## config.mk

```make
export PLATFORM = sky130hd
export DESIGN_NAME = line_touched_cells_core
export DESIGN_NICKNAME = d
export VERILOG_FILES = /design/src/sv/ltc_pkg.sv /design/src/sv/ltc_front.sv /design/src/sv/ltc_cmd_fifo.sv /design/src/sv/ltc_walker.sv /design/src/sv/line_touched_cells_core.sv
export SDC_FILE = /design/constraint.sdc
export NUM_CORES = 1
export LEC_CHECK = 0
export ABC_AREA = 1
export BUFFER_PORTS_ARGS = -buffer_cell sky130_fd_sc_hd__buf_2
export CORE_UTILIZATION = 30
export DETAILED_ROUTE_END_ITERATION = 8
export PLACE_DENSITY = 0.44
export SLEW_MARGIN = 20
export SYNTH_ARGS = -nofsm -noshare
export SYNTH_HDL_FRONTEND = slang
export SYNTH_SLANG_ARGS = --single-unit
```

## constraint.sdc

```tcl
create_clock -name clk -period 5.45 [get_ports clk]
set_clock_uncertainty 0.15 [all_clocks]
set_input_delay 1.09 -clock clk [delete_from_list [all_inputs] [get_ports clk]]
set_output_delay 1.09 -clock clk [all_outputs]
set_load 0.005 [all_outputs]
```

## src/sv/ltc_pkg.sv

```systemverilog
package ltc_pkg;

  // A clamped displacement magnitude reaches 16 at most, because the code -16 can
  // survive the clamp when the step limit is 16 or more.
  localparam int MAG_W = 5;
  localparam int COORD_W = 10;
  localparam int DELTA_W = 5;
  localparam int CELL_W = 11;
  // Width of the column/row error term ax*(2y-1) - ay*(2c+1) plus headroom.
  localparam int ERR_W = 13;
  localparam int IN_DATA_W = 32;
  localparam int OUT_DATA_W = 24;

  typedef enum logic [1:0] {
    MODE_VERT,
    MODE_HORZ,
    MODE_DIAG
  } ltc_mode_t;

  typedef enum logic {
    WALK_IDLE,
    WALK_RUN
  } ltc_walk_state_t;

  typedef struct packed {
    ltc_mode_t mode;
    logic signed [COORD_W-1:0] start_x;
    logic signed [COORD_W-1:0] start_y;
    logic neg_x;
    logic neg_y;
    logic [MAG_W-1:0] ax;
    logic [MAG_W-1:0] ay;
  } ltc_cmd_t;

endpackage

```

## src/sv/ltc_front.sv

```systemverilog
module ltc_front #(
  parameter int MAX_STEP = 15
) (
  input  logic clk,
  input  logic rst,
  input  logic s_tvalid,
  output logic s_tready,
  // start_x [9:0], start_y [19:10], delta_x [24:20], delta_y [29:25], zero fill
  input  logic [ltc_pkg::IN_DATA_W-1:0] s_tdata,
  output logic cmd_vld,
  input  logic cmd_rdy,
  output ltc_pkg::ltc_cmd_t cmd
);
  import ltc_pkg::*;

  localparam logic signed [DELTA_W:0] LIM = (DELTA_W+1)'(MAX_STEP);

  logic signed [DELTA_W:0] dx_ext;
  logic signed [DELTA_W:0] dy_ext;
  logic signed [DELTA_W:0] dx_sat;
  logic signed [DELTA_W:0] dy_sat;
  logic signed [DELTA_W:0] dx_abs;
  logic signed [DELTA_W:0] dy_abs;
  ltc_cmd_t cmd_new;

  assign s_tready = !cmd_vld || cmd_rdy;

  always_comb begin
    dx_ext = {s_tdata[24], s_tdata[24:20]};
    dy_ext = {s_tdata[29], s_tdata[29:25]};

    dx_sat = dx_ext;
    if (dx_ext > LIM) begin
      dx_sat = LIM;
    end else if (dx_ext < -LIM) begin
      dx_sat = -LIM;
    end
    dy_sat = dy_ext;
    if (dy_ext > LIM) begin
      dy_sat = LIM;
    end else if (dy_ext < -LIM) begin
      dy_sat = -LIM;
    end

    dx_abs = dx_sat[DELTA_W] ? -dx_sat : dx_sat;
    dy_abs = dy_sat[DELTA_W] ? -dy_sat : dy_sat;

    cmd_new.start_x = s_tdata[9:0];
    cmd_new.start_y = s_tdata[19:10];
    cmd_new.neg_x = dx_sat[DELTA_W];
    cmd_new.neg_y = dy_sat[DELTA_W];
    cmd_new.ax = dx_abs[MAG_W-1:0];
    cmd_new.ay = dy_abs[MAG_W-1:0];
    if (dx_sat == '0) begin
      cmd_new.mode = MODE_VERT;
    end else if (dy_sat == '0) begin
      cmd_new.mode = MODE_HORZ;
    end else begin
      cmd_new.mode = MODE_DIAG;
    end
  end

  always_ff @(posedge clk) begin
    if (rst) begin
      cmd_vld <= 1'b0;
    end else if (s_tready) begin
      cmd_vld <= s_tvalid;
    end
  end

  always_ff @(posedge clk) begin
    if (s_tvalid && s_tready) begin
      cmd <= cmd_new;
    end
  end

endmodule

```

## src/sv/ltc_cmd_fifo.sv

```systemverilog
module ltc_cmd_fifo (
  input  logic clk,
  input  logic rst,
  input  logic push_vld,
  output logic push_rdy,
  input  ltc_pkg::ltc_cmd_t push_cmd,
  output logic pop_vld,
  input  logic pop,
  output ltc_pkg::ltc_cmd_t pop_cmd
);
  import ltc_pkg::*;

  ltc_cmd_t slots [2];
  logic wr_ptr;
  logic rd_ptr;
  logic [1:0] count;
  logic do_push;
  logic do_pop;

  assign push_rdy = (count != 2'd2);
  assign pop_vld = (count != 2'd0);
  assign pop_cmd = slots[rd_ptr];
  assign do_push = push_vld && push_rdy;
  assign do_pop = pop && pop_vld;

  always_ff @(posedge clk) begin
    if (rst) begin
      wr_ptr <= 1'b0;
      rd_ptr <= 1'b0;
      count <= 2'd0;
    end else begin
      if (do_push) begin
        wr_ptr <= !wr_ptr;
      end
      if (do_pop) begin
        rd_ptr <= !rd_ptr;
      end
      if (do_push && !do_pop) begin
        count <= count + 2'd1;
      end else if (do_pop && !do_push) begin
        count <= count - 2'd1;
      end
    end
  end

  always_ff @(posedge clk) begin
    if (do_push) begin
      slots[wr_ptr] <= push_cmd;
    end
  end

endmodule

```

## src/sv/ltc_walker.sv

```systemverilog
module ltc_walker (
  input  logic clk,
  input  logic rst,
  input  logic cmd_vld,
  output logic cmd_pop,
  input  ltc_pkg::ltc_cmd_t cmd_in,
  output logic m_tvalid,
  input  logic m_tready,
  // cell_x [10:0], cell_y [21:11], zero fill
  output logic [ltc_pkg::OUT_DATA_W-1:0] m_tdata,
  output logic m_tlast
);
  import ltc_pkg::*;

  ltc_walk_state_t state;
  ltc_walk_state_t state_next;
  ltc_cmd_t cmd;
  logic [MAG_W-1:0] col;
  logic [MAG_W-1:0] col_next;
  logic [MAG_W-1:0] row;
  logic [MAG_W-1:0] row_next;
  logic signed [ERR_W-1:0] err;
  logic signed [ERR_W-1:0] err_next;
  logic signed [ERR_W-1:0] two_ax;
  logic signed [ERR_W-1:0] two_ay;
  logic signed [ERR_W-1:0] step_err;
  logic adv;
  logic emit;
  logic last;
  logic load;
  logic exact;
  logic signed [CELL_W-1:0] base_x;
  logic signed [CELL_W-1:0] base_y;
  logic signed [CELL_W-1:0] off_x;
  logic signed [CELL_W-1:0] off_y;
  logic signed [CELL_W-1:0] cell_x;
  logic signed [CELL_W-1:0] cell_y;

  assign adv = !m_tvalid || m_tready;
  assign two_ax = signed'(ERR_W'({cmd.ax, 1'b0}));
  assign two_ay = signed'(ERR_W'({cmd.ay, 1'b0}));
  assign step_err = err + two_ax;

  assign base_x = {cmd.start_x[COORD_W-1], cmd.start_x};
  assign base_y = {cmd.start_y[COORD_W-1], cmd.start_y};
  assign off_x = signed'(CELL_W'(col));
  assign off_y = signed'(CELL_W'(row));
  assign cell_x = cmd.neg_x ? base_x - off_x : base_x + off_x;
  assign cell_y = cmd.neg_y ? base_y - off_y : base_y + off_y;

  always_ff @(posedge clk) begin
    if (rst) begin
      state <= WALK_IDLE;
    end else begin
      state <= state_next;
    end
  end

  always_comb begin
    state_next = state;
    cmd_pop = 1'b0;
    load = 1'b0;
    emit = 1'b0;
    last = 1'b0;
    exact = 1'b0;
    col_next = col;
    row_next = row;
    err_next = err;
    unique case (state)
      WALK_IDLE: begin
        if (cmd_vld) begin
          cmd_pop = 1'b1;
          load = 1'b1;
          state_next = WALK_RUN;
        end
      end
      WALK_RUN: begin
        if (adv) begin
          emit = 1'b1;
          unique case (cmd.mode)
            MODE_VERT: begin
              last = (row == cmd.ay);
              row_next = row + MAG_W'(1);
            end
            MODE_HORZ: begin
              last = (col == cmd.ax);
              col_next = col + MAG_W'(1);
            end
            default: begin
              if (col == cmd.ax) begin
                last = (row == cmd.ay);
                row_next = row + MAG_W'(1);
              end else if (step_err <= 0) begin
                row_next = row + MAG_W'(1);
                err_next = step_err;
              end else begin
                // Next column starts one row lower when the crossing hits a corner exactly.
                exact = (err == '0);
                col_next = col + MAG_W'(1);
                row_next = row - MAG_W'(exact);
                err_next = exact ? err - two_ay - two_ax : err - two_ay;
              end
            end
          endcase
          if (last) begin
            state_next = WALK_IDLE;
          end
        end
      end
      default: begin
        state_next = WALK_IDLE;
      end
    endcase
  end

  always_ff @(posedge clk) begin
    if (load) begin
      cmd <= cmd_in;
      col <= '0;
      row <= '0;
      err <= -(signed'(ERR_W'(cmd_in.ax)) + signed'(ERR_W'(cmd_in.ay)));
    end else begin
      col <= col_next;
      row <= row_next;
      err <= err_next;
    end
  end

  always_ff @(posedge clk) begin
    if (rst) begin
      m_tvalid <= 1'b0;
    end else if (adv) begin
      m_tvalid <= emit;
    end
  end

  always_ff @(posedge clk) begin
    if (emit) begin
      m_tdata <= {(OUT_DATA_W - 2*CELL_W)'(0), cell_y, cell_x};
      m_tlast <= last;
    end
  end

endmodule

```

## src/sv/line_touched_cells_core.sv

```systemverilog
// Each move is classified into the front register, queued, then loaded into the walker,
// which emits one touched cell per cycle while the output is not stalled.
// The cell walker is the rate limit; a two-entry command queue lets the front accept
// the next move while the walker is busy; cells leave through an output register.
// Reset (rst, synchronous) empties the queue and drops any move in progress.
module line_touched_cells_core #(
  parameter int MAX_STEP = 15
) (
  input  logic clk,
  input  logic rst,
  input  logic s_tvalid,
  output logic s_tready,
  // start_x [9:0], start_y [19:10], delta_x [24:20], delta_y [29:25], zero fill
  input  logic [ltc_pkg::IN_DATA_W-1:0] s_tdata,
  output logic m_tvalid,
  input  logic m_tready,
  // cell_x [10:0], cell_y [21:11], zero fill
  output logic [ltc_pkg::OUT_DATA_W-1:0] m_tdata,
  output logic m_tlast
);
  import ltc_pkg::*;

  logic front_vld;
  logic front_rdy;
  ltc_cmd_t front_cmd;
  logic queue_vld;
  logic queue_pop;
  ltc_cmd_t queue_cmd;

  ltc_front #(
    .MAX_STEP(MAX_STEP)
  ) u_front (
    .clk(clk),
    .rst(rst),
    .s_tvalid(s_tvalid),
    .s_tready(s_tready),
    .s_tdata(s_tdata),
    .cmd_vld(front_vld),
    .cmd_rdy(front_rdy),
    .cmd(front_cmd)
  );

  ltc_cmd_fifo u_queue (
    .clk(clk),
    .rst(rst),
    .push_vld(front_vld),
    .push_rdy(front_rdy),
    .push_cmd(front_cmd),
    .pop_vld(queue_vld),
    .pop(queue_pop),
    .pop_cmd(queue_cmd)
  );

  ltc_walker u_walker (
    .clk(clk),
    .rst(rst),
    .cmd_vld(queue_vld),
    .cmd_pop(queue_pop),
    .cmd_in(queue_cmd),
    .m_tvalid(m_tvalid),
    .m_tready(m_tready),
    .m_tdata(m_tdata),
    .m_tlast(m_tlast)
  );

endmodule
```

==> flow_summary.json, run 1 <==
{
  "setup_viol": 0,
  "path_clk_slew_ps": 80,
  "vias": 6097,
  "overflow": 0,
  "vias_per_cell": 4.467,
  "synthCells": 884,
  "p_per_area_nw_per_um2": 648.7,
  "grt_max_degree": 58,
  "pin_count": 63,
  "reg2reg_depth": 13,
  "setup_ws_ps": 2023,
  "hold_path_class": "reg -> reg",
  "fin_cells": 1365,
  "clock_latency_ps": 440,
  "max_freq_mhz": 291.8,
  "antenna_left": 0,
  "dieArea_sq_um": 33210,
  "grt_util_all_layers": 0.1203,
  "numCtsBuffers": 17,
  "antenna_found_initial": 0,
  "p_sw_frac": 0.4196,
  "cts_resized": 0,
  "diodes": 0,
  "p_seq_frac": 0.344,
  "cts_tree": "yes",
  "drc": 0,
  "grt_pass1_vias": 5933,
  "setup_tns_ps": 0,
  "hold_viol": 0,
  "worstPathMaxFanout": 34,
  "fin_nets": 1048,
  "grt_pass1_wl_microns": 30990,
  "min_path_cells": 0,
  "fin_hold_ws_ps": 291.7,
  "irDropWorstVdd_mv": 0.2326,
  "rsz0062_at_grt": "false",
  "critPathKind": "reg -> reg",
  "rows": 65,
  "fp.coreArea_sq_um": 31720,
  "hpwlAfterDp_microns": 13960,
  "die_h_microns": 182.2,
  "yosys.cell_types.count": 49,
  "wl_per_cell_microns": 14.12,
  "dr.pass1.iters": 7,
  "worst_setup_path_start_kind": "register",
  "tightest_slew_ps": 742.1,
  "drv_cap": 0,
  "ctsHoldBuffers": 0,
  "clock_sinks": 190,
  "area_growth_pct": 14.30,
  "p_int_mw": 4.194,
  "power_frac_clock": 0.175,
  "place.gp.congestion": 0.8147,
  "drt-total-wl_microns": 19270,
  "die_x_microns": 182.2,
  "required_ps": 5450,
  "drt_iter0_markers": 319,
  "status": "finished clean",
  "ys_ff_latch": 190,
  "synth-edff-count": 172,
  "dp_cells": 1333,
  "avgSynthCellArea_sq_um": 11.02,
  "p_comb_frac": 0.481,
  "synth-main-ff-cell": "edfxtp_1",
  "yosysWarnings": 0,
  "postCtsSetupBuffers": 0,
  "worstPathArrival_ps": 3420,
  "htree_num_levels": 4,
  "layout_min_cycle_time_ps": 3427,
  "power_leakage_nw": 4.469,
  "cp-end-kind": "register",
  "dp_slack_ps": 1967,
  "syn-cell-area_sq_um": 9744,
  "fin_crit_sh": 0.6289,
  "io_buffers": 58,
  "clockBufferDepth": 2,
  "slew_violations": 0,
  "slew_headroom": 0.5001,
  "ctsRootBufferMaster": "clkbuf_16",
  "layout-drive-gt1-share": 0.1765,
  "power_switching_mw": 3.032,
  "ys_async_sr_fraction": 0,
  "initial_core_util": 0.3072,
  "seq_area_frac_synth": 0.5670
}
-- cells in the final DEF, fill, tap and decap left out, drive strengths merged, types with 5 or more instances in the layout --
| cell | netlist | final |
|---|---|---|
| a21oi | 48 | 48 |
| o21ai | 42 | 42 |
| inv | 110 | 116 |
| edfxtp | 172 | 172 |
| clkbuf | 11 | 17 |
| nand4 | 5 | 5 |
| clkinv | 0 | 8 |
| xor2 | 43 | 43 |
| nor3 | 8 | 8 |
| buf | 8 | 65 |
| dfxtp | 18 | 18 |
| nor2 | 66 | 66 |
| xnor2 | 13 | 13 |
| o211ai | 6 | 6 |
| nand2 | 150 | 150 |
| nand3 | 55 | 55 |
| ha | 56 | 56 |
| mux2 | 34 | 34 |
| fa | 6 | 6 |
-- per-stage QoR --
stage	util	instance area, sq um	power, mW
global route	0.3512	11140	7.911
detailed placement	0.3318	10520	6.039
floorplan	-	9748	5.143
CTS	0.3512	11140	7.332
global placement	0.3318	10520	6.020
finish	0.3512	11140	7.226
-- cell type report --
class / count / area (sq um)
Fill cell: 3165 / 20580
Sequential cell: 190 / 5525
Multi-Input combinational cell: 566 / 3737
Tap cell: 402 / 503.0
Clock buffer: 17 / 425.4
Inverter: 110 / 415.4
Timing Repair Buffer: 65 / 342.8
Clock inverter: 15 / 188.9
-- state kept, by name, indices dropped and copies added (netlist names), 2 cells and up, named ones only --
register,count
u_queue.slots,68
u_front.cmd,34
u_walker.m_tdata,22
u_walker.cmd,14
u_walker.err,13
u_walker.base_x,10
u_walker.base_y,10
u_walker.col,5
u_walker.row,5
u_queue.count,2
-- logic make-up (layout without fill, tap and decap cells) --
group,after synthesis,count (layout),synth area share
mux,34,34,0.03929
compound gates,117,117,0.07075
flops,190,190,0.5670
other cells,1,2,0.0003848
fa+ha+maj,62,62,0.08423
simple gates,295,295,0.1344
xor+xnor,56,56,0.05110
buf+inv,129,207,0.05277
-- routing by layer --
metal | up-vias | wire, microns | global-route usage
met3 | 19 | 436 | 0.02016
met4 | 0 | 272 | 0.03697
li1 | 3179 | - | -
met1 | 2828 | 9340 | 0.1584
met5 | - | 0 | 0
met2 | 71 | 9217 | 0.2018
-- final timing paths --
| check | from | endpoint | slack [ps] |
|---|---|---|---|
| min | u_front.cmd[13] | u_queue.slots[0][13] | 290 |
| min reg2reg | u_front.cmd[13] | u_queue.slots[0][13] | 290 |
| max reg2reg | register | u_walker.err[6] | 2020 |
| max | register | u_walker.err[6] | 2020 |
-- power groups by stage --
stage | sequential [mW] | combinational [mW] | clock (mW)
after floorplan | 2.42 | 2.72 | 0
after global placement | 2.53 | 3.49 | 0
after detailed placement | 2.52 | 3.51 | 0
after CTS | 2.49 | 3.53 | 1.31
after global routing | 2.53 | 4.01 | 1.37
final | 2.49 | 3.47 | 1.26
-- critical path: stages (launching register included) --
cell     delay, ps
dfxtp_1        310
buf_4          420
mux2_2         420
ha_1           230
fa_1           450
inv_1           70
ha_1           130
inv_1           40
or2_2          300
nor2_1         150
nand2_1         60
nand2_1         80
o21a_1         210
o21ai_0        100
-- cell usage after synthesis, types with 6 or more instances --
library cell    n  share of area
nand3_1        51          0.026
nor2_1         61          0.023
mux2_2         34          0.039
nand2_1       140          0.054
edfxtp_1      172           0.53
xor2_1         42          0.038
clkbuf_1       11         0.0042
inv_1         104          0.040
ha_1           56          0.072
xnor2_1        13          0.012
nand2_2         9         0.0058
o21ai_0        41          0.021
fa_1            6          0.012
nor3_1          8         0.0041
dfxtp_1        18          0.037
a21oi_1        47          0.024
(Power assumes the default switching activity.)
==> run 2, diff against run 1 <==
Settings changed: PLACE_DENSITY 0.44 to 0.46.
Clock period 5.45 ns to 2.92 ns, I/O delays scaled along.
==> run 2 against run 1 <==
  * Clock power increased by 94%
  * Worst hold slack worse by 130 ps
  * Count of clock-buffer cells in the layout unchanged
  * Routed wire length rose by 3.1%
==> flow_summary.json, run 2 (synthesized netlist as in run 1, its figures left out) <==
{
  "status": "finished clean",
  "detailed_place.area_sq_um": 11070,
  "overflow": 0,
  "hpwlAfterDp_microns": 14500,
  "layout_commonest_cell": "edfxtp_1",
  "place.gp.congestion": 0.8403,
  "drc": 0,
  "fin_nets": 1126,
  "numCtsBuffers": 17,
  "irDropWorstVdd_mv": 0.5083,
  "grt_pass1_vias": 6275,
  "slew_headroom": 0.5066,
  "p_per_area_nw_per_um2": 1303,
  "layout-drive-gt1-share": 0.2872,
  "clock_sinks": 190,
  "grt_util_all_layers": 0.1245,
  "clockBufferDepth": 2,
  "setup_tns_ps": 0,
  "vias": 6392,
  "fin_crit_sh": 0.9890,
  "die_h_microns": 182.2,
  "initial_core_util": 0.3072,
  "dp_slack_ps": -215.8,
  "finish.utilization": 0.3823,
  "hold_path_class": "in -> reg",
  "max_freq_mhz": 346.3,
  "dr.pass1.iters": 4,
  "fp.coreArea_sq_um": 31720,
  "setup_viol": 0,
  "io_buffers": 58,
  "grt_max_degree": 57,
  "pin_count": 63,
  "area_growth_pct": 24.45,
  "path_clk_slew_ps": 90,
  "finalPower_mw": 15.80,
  "power_leakage_nw": 4.931,
  "rsz0062_at_grt": "true",
  "slew_violations": 0,
  "cp-end-kind": "register",
  "worst_setup_path_start_kind": "register",
  "fin_cells": 1443,
  "dp_cells": 1400,
  "dieArea_sq_um": 33210,
  "setup_ws_ps": 32.02,
  "regMostFlops": "u_queue.slots",
  "diodes": 0,
  "tightest_slew_ps": 732.4,
  "rows": 65,
  "required_ps": 2940,
  "worstPathArrival_ps": 2910,
  "critPathKind": "reg -> reg",
  "vias_per_cell": 4.430,
  "htree_num_levels": 4,
  "final_cell_area_sq_um": 12130,
  "antenna_found_initial": 0,
  "clock_latency_ps": 440,
  "top_regs": "u_queue.slots x68, u_front.cmd x34, u_walker.m_tdata x22",
  "cts_tree": "yes",
  "wl_per_cell_microns": 13.77,
  "antenna_left": 0,
  "worstPathMaxFanout": 4,
  "hold_viol": 0,
  "layout_min_cycle_time_ps": 2888,
  "drv_cap": 0,
  "ctsHoldBuffers": 0,
  "final_cell_mix": "edfxtp_1 (172), nand2_1 (135), inv_1 (101)",
  "largest_register_ffs": 68,
  "ctsRootBufferMaster": "clkbuf_16",
  "drt_iter0_markers": 248,
  "die_x_microns": 182.2,
  "fin_hold_ws_ps": 160.5,
  "grt_pass1_wl_microns": 32210,
  "drt-total-wl_microns": 19870
}
## run 2: cell types whose count changed in the layout (fill, tap and decap cells not counted), moves of 4 or more
| cell | previous run | this run |
|---|---|---|
| a21oi_1 | 46 | 39 |
| a21oi_2 | 1 | 8 |
| buf_4 | 7 | 79 |
| ha_1 | 56 | 48 |
| ha_4 | 0 | 6 |
| inv_8 | 1 | 5 |
| nand2_1 | 140 | 135 |
| nor2_1 | 58 | 54 |
| nor3_1 | 8 | 4 |
| o21ai_0 | 41 | 27 |
| o21ai_1 | 1 | 12 |
| xor2_1 | 42 | 37 |
## run 2: area by class of cell
cell class	instances	area (sq um)
Fill cell	3122	19590
Clock buffer	17	425.4
Timing Repair Buffer	143	977.2
Inverter	110	425.4
Clock inverter	15	206.4
Multi-Input combinational cell	566	4059
Tap cell	402	503.0
Sequential cell	190	5530
## run 2: worst max-delay path, cell delays in order, from the launching register on
cell and delay (ps):
edfxtp_1 380, inv_1 70, ha_2 170, inv_2 40, fa_2 390, nand3_2 100, nand2_4 70, xor2_4 170
ha_4 290, nand2_1 40, o21a_1 210, buf_4 130, nand4_1 140, nand2_1 70, a21boi_1 130, o21ai_1 70
## run 2: path summary, 6_finish.rpt
kind	startpoint	endpoint	slack, ps	depth (start not counted)
worst max register to register	u_walker.err[1]	u_walker.err[12]	30	15
worst min-delay path	s_tdata[16]	u_front.cmd[18]	160	1
worst max-delay path	u_walker.err[1]	u_walker.err[12]	30	15
worst min register to register	u_front.cmd[19]	u_queue.slots[1][19]	290	0
## run 2: repair_timing
item | in CTS | in global routing
cloned | 0 | 1
pin swaps | 18 | 29
gates resized for setup | 27 | 58
setup endpoints to repair | 13 | 25
setup buffers | 3 | 9
## run 2: power breakdown
group / leakage (nW) / switching, mW / internal [mW] / total, mW
Sequential: 1.75 / 0.426 / 4.13 / 4.56
Clock: 0.308 / 1.18 / 1.26 / 2.44
Combinational: 2.87 / 4.79 / 4.02 / 8.80
Total: 4.93 / 6.40 / 9.40 / 15.8
## run 2: layer usage
layer,global-route usage,share of wire,vias up
met3,0.01616,0.021,16
met4,0.04134,0.017,0
li1,-,-,3330
met1,0.1623,0.48,2964
met5,0,0,-
met2,0.2132,0.48,82
==> run 3, diff against run 2 <==
Settings changed: ABC_AREA 1 to 0.
==> run 3 against run 2 <==
  * The flow now finishes with violations (negative setup slack)
  * Critical path depth fell by 2
  * Clock power fell by 2%
  * Via count rose by 0.61%
  * Non-clock buffer count rose by 46
  * Combinational power fell by 7.3%
  * Synthesized cell count fell by 10%
  * First-iteration DRC count rose by 83%
  * Global-route usage rose by 0.67 points
  * Die area barely moved
  * Final area rose by 2.2%
  * Critical path type unchanged
  * Worst hold slack improved by 9.7 ps
  * Core utilization rose by 0.74 points
==> flow_summary.json, run 3 <==
{
  "yosys.cell_types.count": 67,
  "layout-drive-gt1-share": 0.3347,
  "place.gp.congestion": 0.8516,
  "fin_crit_sh": 1.158,
  "hold_viol": 0,
  "worstPathCellList": "buf_4, ha_4, fa_2, or4_4, nor2_4, mux2i_2, a211oi_4, buf_4, a31o_4, buf_12, nand4_1, nand3_1, o21ai_1",
  "max_freq_mhz": 295.8,
  "vias_per_cell": 4.507,
  "wl_per_cell_microns": 14.60,
  "antenna_left": 0,
  "worstReg2RegStart": "u_walker.err[1]",
  "power_leakage_nw": 4.749,
  "clock_sinks": 190,
  "diodes": 0,
  "dp_slack_ps": -497.8,
  "tightest_slew_ps": 555.6,
  "clock_latency_ps": 440,
  "wl_met2_microns": 10380,
  "final_cell_mix": "edfxtp_1 (172), buf_4 (122), buf_2 (58)",
  "area_growth_pct": 27.11,
  "ctsHoldBuffers": 0,
  "vias": 6431,
  "numCtsBuffers": 17,
  "min_delay_worst_endpoint": "u_front.cmd[31]",
  "fp.coreArea_sq_um": 31800,
  "synthCells": 796,
  "worst_setup_path_start_kind": "register",
  "synth-main-ff-cell": "edfxtp_1",
  "setup_ws_ps": -461.0,
  "wl_met1_microns": 9548,
  "finalPower_mw": 14.88,
  "synth-edff-count": 172,
  "max_stage_delay_ps": 440,
  "finish.utilization": 0.3898,
  "pin_count": 63,
  "post-synth-top-count-cell": "edfxtp_1",
  "critPathBufInv": 3,
  "synth_top_area_frac": 0.5297,
  "dr.pass1.iters": 5,
  "rsz0062_at_grt": "true",
  "yosys-top-cells-count": "edfxtp_1 (172), nor2_1 (57), ha_1 (56), inv_1 (55), nand2_1 (50)",
  "overflow": 0,
  "io_buffers": 58,
  "critPathKind": "reg -> reg",
  "status": "finished with violations",
  "drt_iter0_markers": 455,
  "largest_register_ffs": 68,
  "drv_cap": 0,
  "yosysWarnings": 0,
  "avgSynthCellArea_sq_um": 12.25,
  "htree_num_levels": 4,
  "worstPathArrival_ps": 3410,
  "grt_util_all_layers": 0.1312,
  "reg2reg_depth": 13,
  "ys_ff_latch": 190,
  "ys_async_sr_fraction": 0,
  "r2r_end": "u_walker.err[10]",
  "antenna_found_initial": 0,
  "clockBufferDepth": 2,
  "layout_min_cycle_time_ps": 3381,
  "cp_top_family": "simple AND/OR/NAND/NOR gates",
  "layout_commonest_cell": "edfxtp_1",
  "die_h_microns": 182.3,
  "cts_tree": "yes",
  "hold_path_class": "in -> reg",
  "path_common_cell": "buf_4",
  "setup_viol": 22,
  "p_per_area_nw_per_um2": 1200,
  "hpwlAfterDp_microns": 14940,
  "netlist_top_cells_area": "edfxtp_1 (53%), ha_1 (7.2%), mux2_2 (4.2%)",
  "grt_pass1_vias": 6461,
  "required_ps": 2950,
  "worstPathMaxFanout": 6,
  "hp-start": "s_tdata[9]",
  "drt-total-wl_microns": 20830,
  "cp_slowest_cell": "or4_4",
  "slew_headroom": 0.6257,
  "ctsRootBufferMaster": "clkbuf_16",
  "r2r_slack_ps": -460,
  "path_clk_slew_ps": 70,
  "irDropWorstVdd_mv": 0.4975,
  "cp-end-kind": "register",
  "seq_area_frac_synth": 0.5667,
  "wl_met3_microns": 590,
  "fin_nets": 1077,
  "grt_pass1_wl_microns": 33720,
  "die_x_microns": 182.3,
  "syn-cell-area_sq_um": 9751,
  "fin_hold_ws_ps": 170.3,
  "dieArea_sq_um": 33230,
  "drc": 0,
  "top_regs": "u_queue.slots x68, u_front.cmd x34, u_walker.m_tdata x22",
  "synth_top_area_cell": "edfxtp_1",
  "rows": 65,
  "setup_tns_ps": -7377,
  "slew_violations": 0,
  "violations": "negative setup slack",
  "regMostFlops": "u_queue.slots",
  "min_path_cells": 1,
  "maxUsedRoutingLayer": "met4",
  "initial_core_util": 0.3066,
  "grt_max_degree": 35
}
-- run 3: metrics by stage --
stage                     cell area, sq um  cells
final                                12390   1427
after global routing                 12390   1427
after CTS                            12260   1423
after detailed placement             11400   1382
after global placement               11400   1382
after floorplan                       9789    797
-- run 3: what timing repair did --
| item | in CTS | in global routing |
|---|---|---|
| setup buffers | 8 | 4 |
| pin swaps | 14 | 28 |
| setup endpoints to repair | 25 | 30 |
| resized for setup | 46 | 34 |
| cloned | 1 | 0 |
-- run 3: layer usage --
metal / global-route usage / vias to the layer above
met5: 0 / -
met4: 0.03933 / 0
met3: 0.02674 / 18
met2: 0.2311 / 80
met1: 0.1610 / 3055
li1: - / 3278
-- run 3: area by class of cell --
type / instances / area (sq um)
clock buffer: 17 / 425.4
sequential: 190 / 5528
fill: 3091 / 19400
timing repair buffer: 189 / 1325
inverter: 56 / 210.2
clock inverter: 15 / 178.9
multi-input combinational: 525 / 4183
tap: 435 / 544.3
-- run 3: cell families after synthesis --
kind of cell               after synthesis  synth area share
muxes                                   51           0.05697
and+or+nand+nor                        207            0.1080
other                                    1         0.0003846
adders and majority gates               62           0.08418
AOI/OAI and AO/OA                      145           0.09637
DFF                                    190            0.5667
xor gates and xnor gates                57           0.05197
buffers and inverters                   83           0.03542
-- run 3: how the worst max path moves through the flow --
stage	startpoint	endpoint	slack, ps	cells past startpoint
after CTS	u_walker.err[1]	u_walker.err[7]	-460	14
after floorplan	u_walker.err[1]	u_walker.err[7]	-360	14
after global routing	u_walker.err[1]	u_walker.err[7]	-600	14
after global placement	u_walker.err[1]	u_walker.err[7]	-500	14
after detailed placement	u_walker.err[1]	u_walker.err[7]	-500	14
final	u_walker.err[1]	u_walker.err[10]	-460	13
-- run 3: where the power goes --
part | switching (mW) | internal, mW | total (mW)
Clock | 1.09 | 1.29 | 2.38
Combinational | 4.19 | 3.98 | 8.16
Sequential | 0.339 | 3.99 | 4.33
Total | 5.61 | 9.26 | 14.9
